## src/rtl/polyline_point_interpolator_core_macros.svh

```systemverilog
// Assertion macros for the polyline point interpolator.
// Used by the top level; no other dependencies.
`ifndef POLYLINE_POINT_INTERPOLATOR_CORE_MACROS_SVH
`define POLYLINE_POINT_INTERPOLATOR_CORE_MACROS_SVH

// same-cycle implication
`define PPI_ASSERT_NOW(lbl, clk, rst_n, ante, cons, msg) \
	lbl: assert property (@(posedge clk) disable iff (!(rst_n)) (ante) |-> (cons)) \
		else $error(msg);

// next-cycle implication
`define PPI_ASSERT_NEXT(lbl, clk, rst_n, ante, cons, msg) \
	lbl: assert property (@(posedge clk) disable iff (!(rst_n)) (ante) |=> (cons)) \
		else $error(msg);

`endif

```

## src/rtl/ppi_pkg.sv

```systemverilog
// Shared types and constants for the polyline point interpolator.
// No dependencies.
package ppi_pkg;

	localparam int CRD_W            = 16;
	localparam int DVS_W            = 8;
	localparam int MAX_SEGMENTS_DEF = 64;
	localparam logic [DVS_W-1:0] SPACING_RESET = 8'd8;

	typedef struct packed {
		logic signed [CRD_W-1:0] vertex_x;
		logic signed [CRD_W-1:0] vertex_y;
		logic                    path_start;
	} ppi_in_t;

	typedef struct packed {
		logic signed [CRD_W-1:0] point_x;
		logic signed [CRD_W-1:0] point_y;
		logic                    is_vertex;
		logic                    last_of_run;
	} ppi_out_t;

	typedef enum logic [3:0] {
		ST_IDLE,
		ST_DELTA,
		ST_SCALE,
		ST_STEPS,
		ST_LDX,
		ST_WDX,
		ST_LDY,
		ST_WDY,
		ST_PUT,
		ST_VTX
	} ppi_state_t;

endpackage

```

## src/rtl/polyline_point_interpolator_core.sv

```systemverilog
// Polyline resampler: each request carries one vertex. A vertex that opens a path, or the first
// vertex after reset, leaves as one point. Any other vertex first has its step count worked out
// with NUM_W = 16 + log2(MAX_SEGMENTS), then each interpolated point is made, both of its
// coordinates going through the one shared bit-serial divider; the vertex itself follows.
// A busy output stalls it.
// Depends on ppi_pkg, ppi_div and polyline_point_interpolator_core_macros.svh.
`include "polyline_point_interpolator_core_macros.svh"

module polyline_point_interpolator_core import ppi_pkg::*; #(
	parameter int MAX_SEGMENTS = MAX_SEGMENTS_DEF
) (
	input  logic             clk,
	input  logic             arst_n,
	input  logic             vertex_valid,
	output logic             vertex_ready,
	input  ppi_in_t          vertex,
	output logic             point_valid,
	input  logic             point_ready,
	output ppi_out_t         point,
	input  logic             spacing_we,
	input  logic [DVS_W-1:0] spacing_wdata
);

	localparam int STEP_W = $clog2(MAX_SEGMENTS + 1);
	localparam int NUM_W  = CRD_W + $clog2(MAX_SEGMENTS);
	localparam int ACC_W  = NUM_W + 1;

	ppi_state_t state_q, state_d;

	logic [DVS_W-1:0]        spacing_q;
	logic                    have_prev_q;
	logic signed [CRD_W-1:0] prev_x_q, prev_y_q;
	logic signed [CRD_W-1:0] vx_q, vy_q;
	logic signed [CRD_W:0]   dx_q, dy_q;
	logic [STEP_W-1:0]       steps_q, j_q;
	logic signed [ACC_W-1:0] acc_x_q, acc_y_q;
	logic [CRD_W-1:0]        px_q, py_q;
	logic                    out_valid_q;
	ppi_out_t                out_q;

	logic                    div_start, div_done;
	logic [NUM_W-1:0]        div_num, div_q;
	logic [DVS_W-1:0]        div_dvs;

	logic                    accept, slot_free;
	logic                    ld_delta, ld_steps, ld_px, ld_py, put_pt, put_vtx;

	logic [DVS_W-1:0]        sp_eff;
	logic [CRD_W:0]          abs_dx, abs_dy;
	logic [CRD_W-1:0]        mag;
	logic [STEP_W-1:0]       steps_sat;
	logic [ACC_W-1:0]        abs_ax, abs_ay;
	logic signed [ACC_W-1:0] dx_ext, dy_ext;
	logic [CRD_W-1:0]        qs, off;
	logic                    q_neg;

	assign accept    = vertex_valid && vertex_ready;
	assign slot_free = !out_valid_q || point_ready;

	assign sp_eff = (spacing_q == '0) ? DVS_W'(1) : spacing_q;
	assign abs_dx = dx_q[CRD_W] ? -dx_q : dx_q;
	assign abs_dy = dy_q[CRD_W] ? -dy_q : dy_q;
	assign mag    = (abs_dx > abs_dy) ? abs_dx[CRD_W-1:0] : abs_dy[CRD_W-1:0];

	assign steps_sat = (div_q > NUM_W'(MAX_SEGMENTS)) ? STEP_W'(MAX_SEGMENTS)
		: div_q[STEP_W-1:0];

	assign dx_ext = ACC_W'(dx_q);
	assign dy_ext = ACC_W'(dy_q);
	assign abs_ax = acc_x_q[ACC_W-1] ? ACC_W'(-acc_x_q) : ACC_W'(acc_x_q);
	assign abs_ay = acc_y_q[ACC_W-1] ? ACC_W'(-acc_y_q) : ACC_W'(acc_y_q);

	// quotient magnitude back to a signed offset, mod 2^16
	assign qs    = div_q[CRD_W-1:0];
	assign q_neg = (state_q == ST_WDX) ? acc_x_q[ACC_W-1] : acc_y_q[ACC_W-1];
	assign off   = q_neg ? (~qs + CRD_W'(1)) : qs;

	always_comb begin
		div_num = abs_ay[NUM_W-1:0];
		div_dvs = DVS_W'(steps_q);
		case (state_q)
			ST_SCALE: begin
				div_num = NUM_W'(mag) + NUM_W'(sp_eff >> 1);
				div_dvs = sp_eff;
			end
			ST_LDX:   div_num = abs_ax[NUM_W-1:0];
			default:  div_num = abs_ay[NUM_W-1:0];
		endcase
	end

	ppi_div #(
		.NUM_W(NUM_W)
	) u_div (
		.clk     (clk),
		.arst_n  (arst_n),
		.start   (div_start),
		.dividend(div_num),
		.divisor (div_dvs),
		.done    (div_done),
		.quotient(div_q)
	);

	always_comb begin
		state_d = state_q;
		case (state_q)
			ST_IDLE: begin
				if (vertex_valid) begin
					state_d = (vertex.path_start || !have_prev_q) ? ST_VTX : ST_DELTA;
				end
			end
			ST_DELTA: state_d = ST_SCALE;
			ST_SCALE: state_d = ST_STEPS;
			ST_STEPS: begin
				if (div_done) begin
					state_d = (steps_sat <= STEP_W'(1)) ? ST_VTX : ST_LDX;
				end
			end
			ST_LDX: state_d = ST_WDX;
			ST_WDX: begin
				if (div_done) begin
					state_d = ST_LDY;
				end
			end
			ST_LDY: state_d = ST_WDY;
			ST_WDY: begin
				if (div_done) begin
					state_d = ST_PUT;
				end
			end
			ST_PUT: begin
				if (slot_free) begin
					state_d = ((j_q + STEP_W'(1)) == steps_q) ? ST_VTX : ST_LDX;
				end
			end
			ST_VTX: begin
				if (slot_free) begin
					state_d = ST_IDLE;
				end
			end
			default: state_d = ST_IDLE;
		endcase
	end

	always_comb begin
		vertex_ready = 1'b0;
		div_start    = 1'b0;
		ld_delta     = 1'b0;
		ld_steps     = 1'b0;
		ld_px        = 1'b0;
		ld_py        = 1'b0;
		put_pt       = 1'b0;
		put_vtx      = 1'b0;
		case (state_q)
			ST_IDLE:  vertex_ready = 1'b1;
			ST_DELTA: ld_delta     = 1'b1;
			ST_SCALE: div_start    = 1'b1;
			ST_STEPS: ld_steps     = div_done;
			ST_LDX:   div_start    = 1'b1;
			ST_WDX:   ld_px        = div_done;
			ST_LDY:   div_start    = 1'b1;
			ST_WDY:   ld_py        = div_done;
			ST_PUT:   put_pt       = slot_free;
			ST_VTX:   put_vtx      = slot_free;
			default:  vertex_ready = 1'b0;
		endcase
	end

	always_ff @(posedge clk or negedge arst_n) begin
		if (!arst_n) begin
			state_q     <= ST_IDLE;
			spacing_q   <= SPACING_RESET;
			have_prev_q <= 1'b0;
			prev_x_q    <= '0;
			prev_y_q    <= '0;
			out_valid_q <= 1'b0;
		end else begin
			state_q <= state_d;
			if (spacing_we) begin
				spacing_q <= spacing_wdata;
			end
			if (put_vtx) begin
				have_prev_q <= 1'b1;
				prev_x_q    <= vx_q;
				prev_y_q    <= vy_q;
			end
			if (put_pt || put_vtx) begin
				out_valid_q <= 1'b1;
			end else if (point_ready) begin
				out_valid_q <= 1'b0;
			end
		end
	end

	always_ff @(posedge clk) begin
		if (accept) begin
			vx_q <= vertex.vertex_x;
			vy_q <= vertex.vertex_y;
		end
		if (ld_delta) begin
			dx_q <= (CRD_W+1)'(vx_q) - (CRD_W+1)'(prev_x_q);
			dy_q <= (CRD_W+1)'(vy_q) - (CRD_W+1)'(prev_y_q);
		end
		if (ld_steps) begin
			steps_q <= steps_sat;
			j_q     <= STEP_W'(1);
			acc_x_q <= dx_ext;
			acc_y_q <= dy_ext;
		end
		if (ld_px) begin
			px_q <= prev_x_q + off;
		end
		if (ld_py) begin
			py_q <= prev_y_q + off;
		end
		if (put_pt) begin
			j_q     <= j_q + STEP_W'(1);
			acc_x_q <= acc_x_q + dx_ext;
			acc_y_q <= acc_y_q + dy_ext;
			out_q   <= '{point_x: px_q, point_y: py_q, is_vertex: 1'b0, last_of_run: 1'b0};
		end
		if (put_vtx) begin
			out_q <= '{point_x: vx_q, point_y: vy_q, is_vertex: 1'b1, last_of_run: 1'b1};
		end
	end

	assign point_valid = out_valid_q;
	assign point       = out_q;

	`PPI_ASSERT_NOW(a_last_is_vertex, clk, arst_n, point_valid && point.last_of_run, point.is_vertex, "last point of a run is not the vertex")
	`PPI_ASSERT_NOW(a_div_done_waited, clk, arst_n, div_done, (state_q == ST_STEPS) || (state_q == ST_WDX) || (state_q == ST_WDY), "divider finished outside a wait state")
	`PPI_ASSERT_NOW(a_step_index, clk, arst_n, state_q == ST_PUT, (j_q < steps_q) && (steps_q >= STEP_W'(2)), "interpolation index out of range")
	`PPI_ASSERT_NEXT(a_start_direct, clk, arst_n, accept && vertex.path_start, state_q == ST_VTX, "path start did not go straight to the vertex")

endmodule

```

## src/rtl/ppi_div.sv

```systemverilog
// Shared restoring divider, one quotient bit per cycle.
// Depends on ppi_pkg.
module ppi_div import ppi_pkg::*; #(
	parameter int NUM_W = 22
) (
	input  logic             clk,
	input  logic             arst_n,
	input  logic             start,
	input  logic [NUM_W-1:0] dividend,
	input  logic [DVS_W-1:0] divisor,
	output logic             done,
	output logic [NUM_W-1:0] quotient
);

	localparam int CNT_W = $clog2(NUM_W + 1);

	logic             busy_q;
	logic             done_q;
	logic [CNT_W-1:0] cnt_q;
	logic [NUM_W-1:0] quo_q;
	logic [DVS_W-1:0] rem_q;
	logic [DVS_W-1:0] dvs_q;

	logic [DVS_W:0]   trial;
	logic [DVS_W:0]   diff;
	logic             ge;

	assign trial = {rem_q, quo_q[NUM_W-1]};
	assign diff  = trial - {1'b0, dvs_q};
	assign ge    = trial >= {1'b0, dvs_q};

	always_ff @(posedge clk or negedge arst_n) begin
		if (!arst_n) begin
			busy_q <= 1'b0;
			done_q <= 1'b0;
			cnt_q  <= '0;
		end else begin
			done_q <= busy_q && !start && (cnt_q == CNT_W'(1));
			if (start) begin
				busy_q <= 1'b1;
				cnt_q  <= CNT_W'(NUM_W);
			end else if (busy_q) begin
				cnt_q <= cnt_q - CNT_W'(1);
				if (cnt_q == CNT_W'(1)) begin
					busy_q <= 1'b0;
				end
			end
		end
	end

	always_ff @(posedge clk) begin
		if (start) begin
			quo_q <= dividend;
			rem_q <= '0;
			dvs_q <= divisor;
		end else if (busy_q) begin
			quo_q <= {quo_q[NUM_W-2:0], ge};
			rem_q <= ge ? diff[DVS_W-1:0] : trial[DVS_W-1:0];
		end
	end

	assign done     = done_q;
	assign quotient = quo_q;

endmodule

```

## config.mk

```make
export PLATFORM = sky130hd
export DESIGN_NAME = polyline_point_interpolator_core
export DESIGN_NICKNAME = d
export VERILOG_FILES = /design/src/rtl/ppi_pkg.sv /design/src/rtl/polyline_point_interpolator_core.sv /design/src/rtl/ppi_div.sv
export VERILOG_INCLUDE_DIRS = /design/src /design/src/rtl
export SDC_FILE = /design/constraint.sdc
export NUM_CORES = 1
export LEC_CHECK = 0
export ABC_CLOCK_PERIOD_IN_PS = 15500
export BUFFER_PORTS_ARGS = -buffer_cell sky130_fd_sc_hd__buf_2
export CAP_MARGIN = 0
export CORE_ASPECT_RATIO = 0.6
export CORE_MARGIN = 2
export CORE_UTILIZATION = 40
export CTS_CLUSTER_SIZE = 30
export DETAILED_ROUTE_END_ITERATION = 8
export SLEW_MARGIN = 40
export SYNTH_ARGS = -nofsm -noshare
export SYNTH_HDL_FRONTEND = slang
export SYNTH_SLANG_ARGS = --single-unit
```

## constraint.sdc

```tcl
create_clock -name clk -period 15.5 [get_ports clk]
set_clock_uncertainty 0.2 [all_clocks]
set_input_delay 3.875 -clock clk [delete_from_list [all_inputs] [get_ports clk]]
set_output_delay 3.875 -clock clk [all_outputs]
set_load 0.05 [all_outputs]
```

==> summary.txt <==
Yosys
  • Number of synthesized register bits: 282
  • Asr flop ratio synth: 18.8%
  • Cell Area, Synth: 0.0191 mm²
  • Unique cell type count in the Yosys netlist: 77
  • Synthesized area per cell: 9.88 µm²
  • Ys flop type: edfxtp_1
  • Ranking of synthesized cells by area: edfxtp_1, ha_1, dfrtp_1
  • Synth Net Count: 2,134
  • Post-synth top area share: 34.6%
  • Gate Count Post-Synth: 1,933
  • Yosys warnings: 0
  • Most frequent cell after synthesis: edfxtp_1
  • Number of flops mapped to enable cells by yosys: 220
  • Biggest area consumer among synthesized cells: edfxtp_1
  • Sequential-to-total area share from yosys stat: 42.5%
  • Post-synth top cells: edfxtp_1, nor2_1, nand2_1, ha_1, o21ai_0

Floorplanning
  • Initial cell density of the core: 40.9%
  • Top Ports: 82
  • Core region area: 0.0467 mm²
  • Die Ht: 173 µm
  • Die Wd: 286 µm
  • Num rows: 61
  • Die area: 0.0496 mm²

Power and ir drop
  • Pwr Density: 75.1 mW/mm²
  • Power, Total: 0.00160 W
  • Leakage: 8.42 nW
  • Pint: 0.00126 W
  • Switch share: 20.9%
  • Clock Power Share: 47.5%
  • Combinational power share: 1.5%
  • Register share of total power: 51.0%
  • Psw: 0.000334 W
  • Peak VDD IR: 0.0000783 V

Worst setup path
  • Crit path buf inv count: 0
  • Endpoint class of the critical path: flip-flop
  • Worst path depth: 21
  • Critical path's largest stage delay: 0.61 ns
  • Critical Path RT: 15.63 ns
  • Largest fanout on the critical path: 27
  • Arr. time, crit path: 7.09 ns
  • Slowest cell on crit path: or4_1
  • Register-to-Register Path Depth: 21
  • CP top delay family: simple AND/OR/NAND/NOR gates
  • Crit path cell chain: or4_1 > or3_1 > o41ai_1 > xor2_1 > ha_1 > a21o_1 > a21oi_1 > o21ai_0 > nor3_1 > or2_2 > nand2_1 > o21a_1 > ha_1 > a21oi_1 > o21ai_0 > a2111oi_0 > nor3_1 > a21boi_4 > nand3_2 > xor2_1 > a221o_1
  • Startpoint Class: flip-flop
  • Worst Setup Path Type: reg2reg

Drt
  • Routed length per instance: 19.8 µm
  • Detail Route Antenna Nets: 0
  • Vias per cell: 5.61
  • Drt first pass iters: 5
  • First DRT Iteration DRCs: 1,733
  • Via count: 14,882
  • # DRC: 0
  • Routed wire length: 52.5 mm

Layout
  • Final Net Count: 2,200
  • Layout cells sized above 1: 11.4%
  • Synthesis-to-layout area growth: 11.4%
  • Ant. Diodes: 0
  • Non-Filler Instances: 2,651

Clocking
  • H-tree depth: 1
  • Post-CTS Hold Fix Bufs: 0
  • Post-CTS Setup Bufs: 0
  • Clk_lat worst skew: 0.58 ns
  • TritonCTS clock tree: yes
  • CTS max path bufs: 3
  • Total CTS buffers: 28
  • Number of gates resized after CTS: 0
  • Clock-pin slew on the worst setup and hold paths: 0.06 ns
  • Clk sinks: 282
  • Clk root buf: clkbuf_16

Timing
  • Slew margin rel.: 40.4%
  • Worst Tran Pin Value: 0.891 ns
  • Final slew viol count: 0
  • FMAX: 144 MHz
  • Final worst path period need: 6.96 ns
  • RSZ-0062 raised after global routing: false
  • Setup TNS: 0 ns
  • Setup-failing EPs final: 0
  • Share of the cycle needed by the critical path after routing: 44.9%
  • Number of hold violations in the final report: 0

Global route
  • First-pass GRT wire length: 80.8 mm
  • Initial antenna violation count: 3
  • Overall Global Routing Usage: 20.8%
  • Vias in the first global route: 13,669
  • Largest net degree at the start of global routing: 80
  • Overflow after GRT: 0

Placed design
  • Placed Cells: 2,598
  • PortBufs: 81
  • Placer Congestion: 0.964
  • Hpwl dp: 39.8 mm

Worst hold path
  • WHS Path Cells: 2
  • Hold Path Class: reg2reg

Run
  • Max-Cap Viols: 0

Status
  • Run status: completed
[metrics by stage]
stage               area, µm²  util, %  setup slack [ns]  hold WS (ns)
CTS                     21200     45.4              8.73         0.275
detailed placement      20200     43.2              8.73         0.258
global placement        20200     43.2              9.06         0.256
finish                  21300     45.5              8.54         0.270
global route            21300     45.5              8.09         0.316
floorplan               19100        -              9.18         0.235
[cells in the final DEF (no fill, tap or decap), types with 21 or more instances in the layout]
master     count
clkbuf_16     29
a21oi_1      107
mux2_2        40
nor3_1        50
mux2i_1       47
xor2_1        90
ha_1         147
o31ai_1       33
nand2_1      158
buf_2         81
inv_1        115
nand3_1       31
dfrtp_1       50
nor2b_1       21
a21o_1        28
nor2_1       177
edfxtp_1     220
o21ai_0      124
xnor2_1       96
[sequential cells by signal, summed over array words and instances (netlist names), 16 cells and up]
signal          count
point              33
acc_x_q            23
acc_y_q            23
u_div.quotient     22
dx_q               17
dy_q               17
prev_x_q           16
prev_y_q           16
px_q               16
py_q               16
vx_q               16
vy_q               16
[worst reg2reg max path: cells and delay by family (launching register included)]
kind / cells / cell delay (ns)
AO/OA/AOI/OAI: 10 / 2.16
adder cells (fa/ha/maj): 2 / 0.62
XOR/XNOR: 2 / 0.48
flip-flops: 1 / 0.50
AND/OR/NAND/NOR: 7 / 2.76
[path summary, 6_finish.rpt]
kind / end / slack (ns) / start
max reg2reg: u_div.quotient[15]$_DFFE_PP_ / 8.54 / dy_q[3]$_DFFE_PP_
min in group asynchronous: spacing_q[6]$_DFFE_PN0P_ / 3.15 / arst_n
max in group asynchronous: prev_y_q[0]$_DFFE_PN0P_ / 11.52 / arst_n
max: u_div.quotient[15]$_DFFE_PP_ / 8.54 / dy_q[3]$_DFFE_PP_
min reg2reg: point[0]$_SDFFE_PP1P_ / 0.27 / point[0]$_SDFFE_PP1P_
min: point[0]$_SDFFE_PP1P_ / 0.27 / point[0]$_SDFFE_PP1P_
[power by group through the flow]
| stage | logic (W) | registers (W) | clock network (W) |
|---|---|---|---|
| 4_1_cts | 0.0000244 | 0.000813 | 0.000773 |
| 6_report | 0.0000247 | 0.000814 | 0.000758 |
| 5_1_grt | 0.0000273 | 0.000813 | 0.000804 |
| 2_1_floorplan | 0.0000141 | 0.000827 | 0 |
| 3_5_place_dp | 0.0000242 | 0.000830 | 0 |
| 3_3_place_gp | 0.0000232 | 0.000830 | 0 |
[per-layer routing]
metal	vias to the layer above	GRT usage, %	wire, µm
met2	567	26.8	19400
met5	-	0	0
met4	0	2.95	762
li1	7170	-	-
met3	60	5.66	5260
met1	7085	34.2	27000
[cells by family (layout without fill, tap and decap cells)]
group,after synthesis,in the layout,share of synthesized area [%]
AND/OR/NAND/NOR,579,579,14.4
adder cells (fa/ha/maj),155,155,10.5
multiplexers,87,87,4.82
XOR/XNOR,190,190,8.72
buffers and inverters,182,270,3.78
AO/OA/AOI/OAI,458,458,15.3
flip-flops,282,282,42.5
[layout make-up]
type                            count  area, µm²
Sequential cell                   282       8120
Multi-Input combinational cell   1469      10300
Fill cell                        4433      25400
Clock buffer                       31        733
Inverter                          116        435
Timing Repair Buffer              102        582
Clock inverter                     21        262
Tap cell                          630        788
Note: power is estimated with default switching activity, not from simulation.
